`config.mk`:
```
export PLATFORM = sky130hd
export DESIGN_NAME = motion_vector_activity_aggregator
export DESIGN_NICKNAME = d
export VERILOG_FILES = /design/src/rtl/core/mvaa_pkg.sv /design/src/rtl/core/mvaa_mul.sv /design/src/rtl/core/mvaa_div.sv /design/src/rtl/core/motion_vector_activity_aggregator.sv
export SDC_FILE = /design/constraint.sdc
export NUM_CORES = 2
export LEC_CHECK = 0
export ABC_AREA = 1
export BUFFER_PORTS_ARGS = -buffer_cell sky130_fd_sc_hd__buf_4
export CORE_MARGIN = 2
export CORE_UTILIZATION = 51
export CTS_CLUSTER_DIAMETER = 80
export CTS_CLUSTER_SIZE = 16
export DETAILED_ROUTE_END_ITERATION = 10
export PLACE_DENSITY = 0.75
export SLEW_MARGIN = 20
export SYNTH_ARGS = -nofsm -noshare
export SYNTH_HDL_FRONTEND = slang
export SYNTH_SLANG_ARGS = --single-unit
export TNS_END_PERCENT = 30
```
`constraint.sdc`:
```
create_clock -name i_clk -period 11.2 [get_ports i_clk]
set_clock_uncertainty 0.2 [all_clocks]
set_input_delay 0.56 -clock i_clk [delete_from_list [all_inputs] [get_ports i_clk]]
set_output_delay 0.56 -clock i_clk [all_outputs]
set_load 0.03 [all_outputs]
```
`src/rtl/core/mvaa_pkg.sv`:
```
// shared types, register codes and constants of the motion vector activity aggregator
package mvaa_pkg;

    // configuration register indexes
    localparam logic [1:0] REG_MIN_NORM = 2'd0;
    localparam logic [1:0] REG_MAX_NORM = 2'd1;
    localparam logic [1:0] REG_EXP_GAIN = 2'd2;

    // number of direction sums (four per half)
    localparam int NUM_DIR = 8;

    // shared multiplier operand width
    localparam int MUL_W = 31;

    // one in q1.30 and the taylor start term count
    localparam logic [30:0] ONE_Q30  = 31'h4000_0000;
    localparam logic [3:0]  TAYLOR_K = 4'd12;
    localparam logic [11:0] EXP_SAT  = 12'd12;

    // sequencer states
    typedef enum logic [4:0] {
        S_IDLE,
        S_N_AX,
        S_N_AY,
        S_N_MIN,
        S_N_MAX,
        S_N_ACC,
        S_AVG,
        S_AVG_W,
        S_RES,
        S_SQ_P,
        S_SQ_PR,
        S_SQ_M,
        S_SQ_MR,
        S_SQ_DW,
        S_SQ_E,
        S_SQ_ER,
        S_PUSH
    } t_state;

    // exp(-n) in q1.30 for integer n
    function automatic logic [30:0] exp_neg_int(input logic [3:0] n);
        logic [30:0] v;
        case (n)
            4'd0:    v = 31'd1073741824;
            4'd1:    v = 31'd395007542;
            4'd2:    v = 31'd145315154;
            4'd3:    v = 31'd53458456;
            4'd4:    v = 31'd19666268;
            4'd5:    v = 31'd7234816;
            4'd6:    v = 31'd2661540;
            4'd7:    v = 31'd979126;
            4'd8:    v = 31'd360200;
            4'd9:    v = 31'd132510;
            4'd10:   v = 31'd48748;
            4'd11:   v = 31'd17933;
            default: v = 31'd0;
        endcase
        return v;
    endfunction

endpackage

```
`src/rtl/core/mvaa_mul.sv`:
```
// shared unsigned multiplier with registered product
module mvaa_mul (
    input  logic                          i_clk,
    input  logic [mvaa_pkg::MUL_W-1:0]    i_a,
    input  logic [mvaa_pkg::MUL_W-1:0]    i_b,
    output logic [2*mvaa_pkg::MUL_W-1:0]  o_p
);

    logic [2*mvaa_pkg::MUL_W-1:0] r_p;

    // product register
    always_ff @(posedge i_clk) begin
        r_p <= i_a * i_b;
    end

    assign o_p = r_p;

endmodule

```
`src/rtl/core/mvaa_div.sv`:
```
// shared restoring divider, one quotient bit per cycle
module mvaa_div #(
    parameter int DVD_W = 30,
    parameter int DVS_W = 11
) (
    input  logic             i_clk,
    input  logic             i_rst_n,
    input  logic             i_start,
    input  logic [DVD_W-1:0] i_dividend,
    input  logic [DVS_W-1:0] i_divisor,
    output logic             o_done,
    output logic [DVD_W-1:0] o_quot
);

    localparam int CW = $clog2(DVD_W + 1);

    logic             r_busy;
    logic             r_done;
    logic [CW-1:0]    r_cnt;
    logic [DVS_W-1:0] r_rem;
    logic [DVS_W-1:0] r_dvs;
    logic [DVD_W-1:0] r_quo;
    logic [DVS_W:0]   w_trial;
    logic             w_ge;

    // trial subtract of the next dividend bit
    assign w_trial = {r_rem, r_quo[DVD_W-1]};
    assign w_ge    = w_trial >= {1'b0, r_dvs};

    // control
    always_ff @(posedge i_clk) begin
        if (!i_rst_n) begin
            r_busy <= 1'b0;
            r_done <= 1'b0;
            r_cnt  <= '0;
        end else begin
            r_done <= 1'b0;
            if (i_start) begin
                r_busy <= 1'b1;
                r_cnt  <= CW'(DVD_W);
            end else if (r_busy) begin
                r_cnt <= r_cnt - 1'b1;
                if (r_cnt == CW'(1)) begin
                    r_busy <= 1'b0;
                    r_done <= 1'b1;
                end
            end
        end
    end

    // remainder and quotient shift
    always_ff @(posedge i_clk) begin
        if (i_start) begin
            r_rem <= '0;
            r_quo <= i_dividend;
            r_dvs <= i_divisor;
        end else if (r_busy) begin
            r_rem <= w_ge ? DVS_W'(w_trial - {1'b0, r_dvs}) : w_trial[DVS_W-1:0];
            r_quo <= {r_quo[DVD_W-2:0], w_ge};
        end
    end

    assign o_done = r_done;
    assign o_quot = r_quo;

endmodule

```
`src/rtl/core/motion_vector_activity_aggregator.sv`:
```
// top level: stream ports, frame sums and the sequencer around the shared units
// Each motion vector passes a ready state, then four multiplier passes for the
// norm test and one accumulate state. On the last point of a frame the block
// then runs the frame close-out on one shared multiplier and one bit-serial
// divider: eight averages, then eight squashes. Input is not ready during the
// whole sequence. The result waits in an output register; a following frame
// only stalls if it finishes before that is taken.
module motion_vector_activity_aggregator #(
    parameter int MAX_POINTS = 1024
) (
    input  logic         i_clk,
    input  logic         i_rst_n,
    // configuration writes
    input  logic         i_cfg_we,
    input  logic [1:0]   i_cfg_idx,
    input  logic [15:0]  i_cfg_data,
    // input vectors
    input  logic         s_axis_tvalid,
    output logic         s_axis_tready,
    // point_x[11:0], center_x[23:12], disp_x[39:24], disp_y[55:40]
    input  logic [55:0]  s_axis_tdata,
    // mask_pass[0]
    input  logic         s_axis_tuser,
    input  logic         s_axis_tlast,
    // frame results
    output logic         m_axis_tvalid,
    input  logic         m_axis_tready,
    // left_half_leftward[15:0], left_half_rightward[31:16], left_half_upward[47:32],
    // left_half_downward[63:48], right_half_leftward[79:64],
    // right_half_rightward[95:80], right_half_upward[111:96],
    // right_half_downward[127:112]
    output logic [127:0] m_axis_tdata
);

    localparam int CNT_W = $clog2(MAX_POINTS + 1);
    localparam int SUM_W = CNT_W + 16;
    localparam int DVD_W = (SUM_W > 30) ? SUM_W : 30;
    localparam int DVS_W = (CNT_W > 4) ? CNT_W : 4;
    localparam int MW    = mvaa_pkg::MUL_W;

    mvaa_pkg::t_state r_state, n_state;

    logic [15:0] r_min_norm, r_max_norm, r_exp_gain;

    // latched item
    logic              r_half, r_pass, r_last, r_nx, r_ny;
    logic [15:0]       r_ax, r_ay;
    logic [32:0]       r_n2;
    logic              r_gt;

    // frame state
    logic [SUM_W-1:0]  r_sum [mvaa_pkg::NUM_DIR];
    logic [CNT_W-1:0]  r_cnt [2];
    logic [15:0]       r_val [mvaa_pkg::NUM_DIR];
    logic [2:0]        r_idx;

    // squash loop state
    logic [29:0]       r_t;
    logic [30:0]       r_acc;
    logic [3:0]        r_n;
    logic [3:0]        r_k;

    logic              r_out_valid;
    logic [127:0]      r_out;

    // shared units
    logic [MW-1:0]     w_ma, w_mb;
    logic [2*MW-1:0]   w_mp;
    logic              w_div_start, w_div_done;
    logic [DVD_W-1:0]  w_dvd, w_quot;
    logic [DVS_W-1:0]  w_dvs;

    logic              w_accept, w_keep, w_last_idx;
    logic [2:0]        w_ix, w_iy;
    logic [CNT_W-1:0]  w_cnt_sel;
    logic [31:0]       w_e;
    logic [17:0]       w_rnd;
    logic [15:0]       w_sq;
    logic [31:0]       w_p;

    assign w_accept   = s_axis_tvalid && s_axis_tready;
    assign w_last_idx = r_idx == 3'(mvaa_pkg::NUM_DIR - 1);
    assign w_cnt_sel  = r_cnt[r_idx[2]];
    assign w_keep     = r_pass && r_gt && (r_n2 < {1'b0, w_mp[31:0]})
                        && (r_cnt[r_half] < CNT_W'(MAX_POINTS));
    assign w_ix       = {r_half, 1'b0, ~r_nx};
    assign w_iy       = {r_half, 1'b1, ~r_ny};
    assign w_p        = w_mp[31:0];

    // rounding of the final exponential term
    assign w_e   = w_mp[61:30];
    assign w_rnd = 18'((w_e + 32'd8192) >> 14);
    assign w_sq  = (w_rnd == 18'd0) ? 16'hFFFF : 16'(18'd65536 - w_rnd);

    mvaa_mul u_mul (
        .i_clk (i_clk),
        .i_a   (w_ma),
        .i_b   (w_mb),
        .o_p   (w_mp)
    );

    mvaa_div #(
        .DVD_W (DVD_W),
        .DVS_W (DVS_W)
    ) u_div (
        .i_clk      (i_clk),
        .i_rst_n    (i_rst_n),
        .i_start    (w_div_start),
        .i_dividend (w_dvd),
        .i_divisor  (w_dvs),
        .o_done     (w_div_done),
        .o_quot     (w_quot)
    );

    // next state
    always_comb begin
        n_state = r_state;
        case (r_state)
            mvaa_pkg::S_IDLE:  if (w_accept) n_state = mvaa_pkg::S_N_AX;
            mvaa_pkg::S_N_AX:  n_state = mvaa_pkg::S_N_AY;
            mvaa_pkg::S_N_AY:  n_state = mvaa_pkg::S_N_MIN;
            mvaa_pkg::S_N_MIN: n_state = mvaa_pkg::S_N_MAX;
            mvaa_pkg::S_N_MAX: n_state = mvaa_pkg::S_N_ACC;
            mvaa_pkg::S_N_ACC: n_state = r_last ? mvaa_pkg::S_AVG : mvaa_pkg::S_IDLE;
            mvaa_pkg::S_AVG: begin
                if (w_cnt_sel != '0) n_state = mvaa_pkg::S_AVG_W;
                else if (w_last_idx) n_state = mvaa_pkg::S_RES;
            end
            mvaa_pkg::S_AVG_W: begin
                if (w_div_done) n_state = w_last_idx ? mvaa_pkg::S_RES : mvaa_pkg::S_AVG;
            end
            mvaa_pkg::S_RES:   n_state = mvaa_pkg::S_SQ_P;
            mvaa_pkg::S_SQ_P:  n_state = mvaa_pkg::S_SQ_PR;
            mvaa_pkg::S_SQ_PR: begin
                if (w_p != '0 && w_p[31:20] < mvaa_pkg::EXP_SAT) n_state = mvaa_pkg::S_SQ_M;
                else n_state = w_last_idx ? mvaa_pkg::S_PUSH : mvaa_pkg::S_SQ_P;
            end
            mvaa_pkg::S_SQ_M:  n_state = mvaa_pkg::S_SQ_MR;
            mvaa_pkg::S_SQ_MR: n_state = mvaa_pkg::S_SQ_DW;
            mvaa_pkg::S_SQ_DW: begin
                if (w_div_done) n_state = (r_k == 4'd1) ? mvaa_pkg::S_SQ_E : mvaa_pkg::S_SQ_M;
            end
            mvaa_pkg::S_SQ_E:  n_state = mvaa_pkg::S_SQ_ER;
            mvaa_pkg::S_SQ_ER: n_state = w_last_idx ? mvaa_pkg::S_PUSH : mvaa_pkg::S_SQ_P;
            mvaa_pkg::S_PUSH:  if (!r_out_valid) n_state = mvaa_pkg::S_IDLE;
            default:           n_state = mvaa_pkg::S_IDLE;
        endcase
    end

    // unit controls
    always_comb begin
        s_axis_tready = 1'b0;
        w_ma          = '0;
        w_mb          = '0;
        w_div_start   = 1'b0;
        w_dvd         = DVD_W'(r_sum[r_idx]);
        w_dvs         = DVS_W'(w_cnt_sel);
        case (r_state)
            mvaa_pkg::S_IDLE:  s_axis_tready = 1'b1;
            mvaa_pkg::S_N_AX:  begin w_ma = MW'(r_ax); w_mb = MW'(r_ax); end
            mvaa_pkg::S_N_AY:  begin w_ma = MW'(r_ay); w_mb = MW'(r_ay); end
            mvaa_pkg::S_N_MIN: begin w_ma = MW'(r_min_norm); w_mb = MW'(r_min_norm); end
            mvaa_pkg::S_N_MAX: begin w_ma = MW'(r_max_norm); w_mb = MW'(r_max_norm); end
            mvaa_pkg::S_AVG:   w_div_start = w_cnt_sel != '0;
            mvaa_pkg::S_SQ_P:  begin w_ma = MW'(r_val[r_idx]); w_mb = MW'(r_exp_gain); end
            mvaa_pkg::S_SQ_M:  begin w_ma = MW'(r_t); w_mb = r_acc; end
            mvaa_pkg::S_SQ_MR: begin
                w_div_start = 1'b1;
                w_dvd       = DVD_W'(w_mp[59:30]);
                w_dvs       = DVS_W'(r_k);
            end
            mvaa_pkg::S_SQ_E:  begin w_ma = mvaa_pkg::exp_neg_int(r_n); w_mb = r_acc; end
            default: ;
        endcase
    end

    // state, output handshake and configuration registers
    always_ff @(posedge i_clk) begin
        if (!i_rst_n) begin
            r_state     <= mvaa_pkg::S_IDLE;
            r_out_valid <= 1'b0;
            r_min_norm  <= 16'd256;
            r_max_norm  <= 16'd65535;
            r_exp_gain  <= 16'd4096;
        end else begin
            r_state <= n_state;
            if (r_state == mvaa_pkg::S_PUSH && !r_out_valid) r_out_valid <= 1'b1;
            else if (m_axis_tready) r_out_valid <= 1'b0;
            if (i_cfg_we) begin
                case (i_cfg_idx)
                    mvaa_pkg::REG_MIN_NORM: r_min_norm <= i_cfg_data;
                    mvaa_pkg::REG_MAX_NORM: r_max_norm <= i_cfg_data;
                    mvaa_pkg::REG_EXP_GAIN: r_exp_gain <= i_cfg_data;
                    default: ;
                endcase
            end
        end
    end

    // frame sums and counts
    always_ff @(posedge i_clk) begin
        if (!i_rst_n) begin
            for (int i = 0; i < mvaa_pkg::NUM_DIR; i++) r_sum[i] <= '0;
            r_cnt[0] <= '0;
            r_cnt[1] <= '0;
        end else if (r_state == mvaa_pkg::S_N_ACC && w_keep) begin
            for (int i = 0; i < mvaa_pkg::NUM_DIR; i++) begin
                if (3'(i) == w_ix) r_sum[i] <= r_sum[i] + SUM_W'(r_ax);
                else if (3'(i) == w_iy) r_sum[i] <= r_sum[i] + SUM_W'(r_ay);
            end
            r_cnt[r_half] <= r_cnt[r_half] + 1'b1;
        end else if (r_state == mvaa_pkg::S_PUSH && !r_out_valid) begin
            for (int i = 0; i < mvaa_pkg::NUM_DIR; i++) r_sum[i] <= '0;
            r_cnt[0] <= '0;
            r_cnt[1] <= '0;
        end
    end

    // datapath registers
    always_ff @(posedge i_clk) begin
        case (r_state)
            mvaa_pkg::S_IDLE: begin
                r_half <= !(s_axis_tdata[11:0] < s_axis_tdata[23:12]);
                r_nx   <= s_axis_tdata[39];
                r_ny   <= s_axis_tdata[55];
                r_ax   <= s_axis_tdata[39] ? 16'(-s_axis_tdata[39:24]) : s_axis_tdata[39:24];
                r_ay   <= s_axis_tdata[55] ? 16'(-s_axis_tdata[55:40]) : s_axis_tdata[55:40];
                r_pass <= s_axis_tuser;
                r_last <= s_axis_tlast;
                r_idx  <= '0;
            end
            mvaa_pkg::S_N_AY:  r_n2 <= 33'(w_p);
            mvaa_pkg::S_N_MIN: r_n2 <= r_n2 + 33'(w_p);
            mvaa_pkg::S_N_MAX: r_gt <= r_n2 > {1'b0, w_p};
            mvaa_pkg::S_AVG: begin
                if (w_cnt_sel == '0) begin
                    r_val[r_idx] <= '0;
                    r_idx        <= r_idx + 1'b1;
                end
            end
            mvaa_pkg::S_AVG_W: begin
                if (w_div_done) begin
                    r_val[r_idx] <= w_quot[15:0];
                    r_idx        <= r_idx + 1'b1;
                end
            end
            mvaa_pkg::S_RES: begin
                // mutual exclusion per pair, second of the pair wins a tie
                for (int j = 0; j < mvaa_pkg::NUM_DIR; j += 2) begin
                    if (r_val[j] > r_val[j+1]) r_val[j+1] <= '0;
                    else r_val[j] <= '0;
                end
                r_idx <= '0;
            end
            mvaa_pkg::S_SQ_PR: begin
                r_t   <= {w_p[19:0], 10'd0};
                r_n   <= w_p[23:20];
                r_acc <= mvaa_pkg::ONE_Q30;
                r_k   <= mvaa_pkg::TAYLOR_K;
                if (w_p == '0) begin
                    r_val[r_idx] <= '0;
                    r_idx        <= r_idx + 1'b1;
                end else if (!(w_p[31:20] < mvaa_pkg::EXP_SAT)) begin
                    r_val[r_idx] <= 16'hFFFF;
                    r_idx        <= r_idx + 1'b1;
                end
            end
            mvaa_pkg::S_SQ_DW: begin
                if (w_div_done) begin
                    r_acc <= mvaa_pkg::ONE_Q30 - 31'(w_quot);
                    r_k   <= r_k - 1'b1;
                end
            end
            mvaa_pkg::S_SQ_ER: begin
                r_val[r_idx] <= w_sq;
                r_idx        <= r_idx + 1'b1;
            end
            mvaa_pkg::S_PUSH: begin
                if (!r_out_valid) begin
                    for (int i = 0; i < mvaa_pkg::NUM_DIR; i++) r_out[16*i +: 16] <= r_val[i];
                end
            end
            default: ;
        endcase
    end

    assign m_axis_tvalid = r_out_valid;
    assign m_axis_tdata  = r_out;

    // divider completes only while the sequencer waits for it
    a_div_wait: assert property (@(posedge i_clk) disable iff (!i_rst_n)
        w_div_done |-> (r_state == mvaa_pkg::S_AVG_W || r_state == mvaa_pkg::S_SQ_DW))
        else $error("divider done outside a wait state");

    // half counts stay within the saturation limit
    a_cnt_lim: assert property (@(posedge i_clk) disable iff (!i_rst_n)
        r_cnt[0] <= CNT_W'(MAX_POINTS) && r_cnt[1] <= CNT_W'(MAX_POINTS))
        else $error("half count above limit");

    // frame state is empty once a result is handed to the output register
    a_clear: assert property (@(posedge i_clk) disable iff (!i_rst_n)
        (r_state == mvaa_pkg::S_PUSH && !r_out_valid) |=>
        (r_cnt[0] == '0 && r_cnt[1] == '0 && m_axis_tvalid))
        else $error("frame state not cleared on result");

    // after resolution each opposing pair holds at most one nonzero value
    a_excl: assert property (@(posedge i_clk) disable iff (!i_rst_n)
        r_state == mvaa_pkg::S_RES |=>
        ((r_val[0] == '0 || r_val[1] == '0) && (r_val[2] == '0 || r_val[3] == '0) &&
         (r_val[4] == '0 || r_val[5] == '0) && (r_val[6] == '0 || r_val[7] == '0)))
        else $error("pair not resolved");

endmodule
```
==> results.py <==
metrics = {
    "logic_synthesis": {
        "synth_top_area_cell": "fa_1",
        "synthDistinctLibCells": 74,
        "async_flop_share_pct": 0,
        "yosys.area.top_type_share_pct": 20.8,
        "synth.area.top_cells": "fa_1 (21%), edfxtp_1 (16%), dfxtp_1 (9.9%)",
        "synth_edf_count": 432,
        "synth_seq_cells": 834,
        "yosysSeqAreaShare_pct": 25.8,
        "yosys_warnings": 0,
        "syn-mean-instance-area_um2": 7.89,
        "ys.flop_type": "edfxtp_1",
        "synthCells": 10300,
        "syn_area_mm2": 0.0814,
        "synth_fp_nets": 11800,
    },
    "floorplan": {
        "dieArea_mm2": 0.163,
        "io_pins": 211,
        "die_h_um": 404,
        "rows": 146,
        "floorplan.core_area_mm2": 0.159,
        "start_util_pct": 51.4,
        "die_w_um": 404,
    },
    "timing": {
        "drv_slew": 0,
        "finalSetupViolCount": 0,
        "hold_violations": 0,
        "relSlewSlack_pct": 18.9,
        "grt_setup_unrepaired": "false",
        "worst_slew_pin_slew_ns": 1.21,
        "holdWs_ns": 0.0359,
        "period_needed_ns": 10.76,
        "fmax_mhz": 92.9,
        "fin_crit_sh_pct": 96.1,
        "fin_tns_setup_ns": 0,
    },
    "setup_path": {
        "cp-end-kind": "flop",
        "timing.critical_path.buf_inv": 8,
        "critPathMaxFanout": 41,
        "rr_endpoint": "u_mul.o_p[44]",
        "path_class": "reg2reg",
        "reg2reg_slack_ns": 0.44,
        "slowest_delay_ns": 0.83,
        "critical_path_arrival_ns": 11.11,
        "startpoint_type": "flop",
        "cp.depth": 30,
        "r2r_cells": 30,
        "reg2reg_from": "r_state[3]",
        "critPathMostFrequentCell": "fa_1",
        "worstPathRequired_ns": 11.55,
        "cp_slowest_cell": "inv_1",
        "cp_top_family": "adder cells",
    },
    "pwr": {
        "comb_power_share_pct": 40.5,
        "p_per_area_mw_per_mm2": 120,
        "peakVddDrop_v": 0.000153,
        "power_frac_clock_pct": 24.4,
        "p_seq_share_pct": 35.0,
        "netSwitchingPower_w": 0.00470,
        "p_int_w": 0.00586,
        "switching_share_pct": 44.5,
        "p_leak_nw": 41.7,
    },
    "global_route": {
        "grt_use_total_pct": 36.7,
        "grt_pass1_wl_mm": 449,
        "antenna_found_initial": 9,
        "grt_max_degree": 127,
        "gr-total-overflow": 0,
        "grt_pass1_vias": 72800,
    },
    "clocking": {
        "htreeDepth": 3,
        "clockBufferDepth": 3,
        "cts_tree": "done",
        "cts-root-buf": "clkbuf_16",
        "cts_buffers": 70,
        "post-cts-setup-buffers": 0,
        "cts.sinks": 834,
        "clk_pin_slew_ns": 0.08,
        "insertion_delay_ns": 0.69,
    },
    "drt": {
        "firstDrtPassIters": 8,
        "postRouteAntennaNets": 0,
        "viasPerCell": 5.88,
        "vias": 73900,
        "drcViolationCount": 0,
        "wl_mm": 302,
        "drtIter0Drc": 8649,
        "wl_per_cell_um": 24.1,
    },
    "status": {
        "status": "completed",
    },
    "finish": {
        "nets": 11900,
        "drive_gt1_share_pct": 6.15,
        "layout_commonest_cell": "nand2_1",
        "postLayoutCoreUtil_pct": 55.3,
        "mostFrequentLayoutCells": "nand2_1 (2105), inv_1 (1760), nor2_1 (1186)",
        "fillers": 14700,
        "synthToLayoutAreaGrowth_pct": 7.68,
    },
    "worst_hold_path": {
        "hold-path-cell-count": 2,
        "hp-start": "s_axis_tdata[44]",
        "hp-class": "in2reg",
        "hold-path-endpoint": "r_ay[4]",
    },
    "place": {
        "io_buffer_count": 210,
        "hpwl_mm": 243,
        "gp_congestion": 1.10,
    },
    "flow_run": {
        "cap_violations": 0,
    },
}
==> power groups by stage <==
stage               registers, W  logic, W  clock network, W
floorplan                0.00353   0.00265                 0
global placement         0.00375   0.00403                 0
detailed placement       0.00375   0.00406                 0
CTS                      0.00368   0.00413           0.00260
global route             0.00370   0.00458           0.00270
finish                   0.00370   0.00428           0.00258
==> area by class of cell <==
cell class / instances / area [um2] / area share [%]
inverters: 1814 / 6810 / 7.77
repair buffers: 367 / 2900 / 3.31
clock inverters: 26 / 322 / 0.367
well taps: 2072 / 2590 / 2.96
clock buffers: 103 / 1940 / 2.21
multi-input cells: 7337 / 52100 / 59.4
flip-flops and latches: 834 / 21000 / 24.0
diodes: 4 / 10.0 / 0.0114
==> cells by family after synthesis <==
family	after synthesis	share of synthesized area [%]
fa+ha+maj	1399	29.3
mux	3	0.0369
xor+xnor	203	2.18
compound gates	1554	10.8
simple gates	4178	21.5
buf+inv	2156	10.3
flops	834	25.8
==> how the worst max path moves through the flow <==
| stage | slack [ns] | to | from |
|---|---|---|---|
| floorplan | 2.34 | r_sum[0][0] | r_state[3] |
| global placement | 1.04 | u_mul.o_p[58] | r_state[3] |
| detailed placement | 0.90 | u_mul.o_p[44] | r_state[3] |
| CTS | 0.83 | u_mul.o_p[58] | r_state[3] |
| global route | 0.19 | u_mul.o_p[58] | r_state[3] |
| finish | 0.44 | u_mul.o_p[44] | r_state[3] |
==> through the flow <==
step	std cells	total power, W	setup slack, ns	instance area, um2
after global routing	12600	0.0110	0.189	87700
after detailed placement	12400	0.00781	0.898	84900
after global placement	12400	0.00777	1.04	84900
after floorplan	10300	0.00618	2.34	81400
final	12600	0.0106	0.439	87700
after CTS	12600	0.0104	0.825	87700
==> metal layers <==
metal | routed length [um] | vias to the layer above | track usage, %
li1 | - | 33100 | -
met1 | 115000 | 35800 | 47.0
met2 | 132000 | 4093 | 56.5
met3 | 35200 | 913 | 10.0
met4 | 20200 | 18 | 20.1
met5 | 130 | - | 0
==> cells in the mapped netlist (all sizes together) (8+ instances only) <==
cell,instances
a22o,10
nand2,2124
ha,552
and3,8
dfxtp,402
nor4,33
nand3,454
xor2,148
a31oi,34
inv,1810
a21o,27
a21oi,691
nor3b,8
a22oi,22
o2111ai,12
or2,32
a221oi,14
buf,195
o211ai,43
o221ai,42
nor2,1226
clkbuf,147
o22ai,25
nand3b,15
nor3,130
edfxtp,432
fa,847
o21a,21
a21boi,21
xnor2,55
o21ai,544
o21bai,30
nand4,137
==> flip-flops by register name, indices dropped and copies added, names as in the netlist, 20 cells and up, named ones only <==
signal and count:
m_axis_tdata 128, u_div.o_quot 30, r_cnt 22, u_mul.o_p 62
r_n2 33, r_val 128, r_sum 216, r_t 20
r_acc 31
==> repair_timing <==
item | CTS | global route
setup endpoints to repair | 0 | 0
endpoints found under the hold margin | 75 | 0
resized for setup | 0 | 0
hold buffers | 49 | 0
No activity file was read; power rests on OpenSTA's default activity.
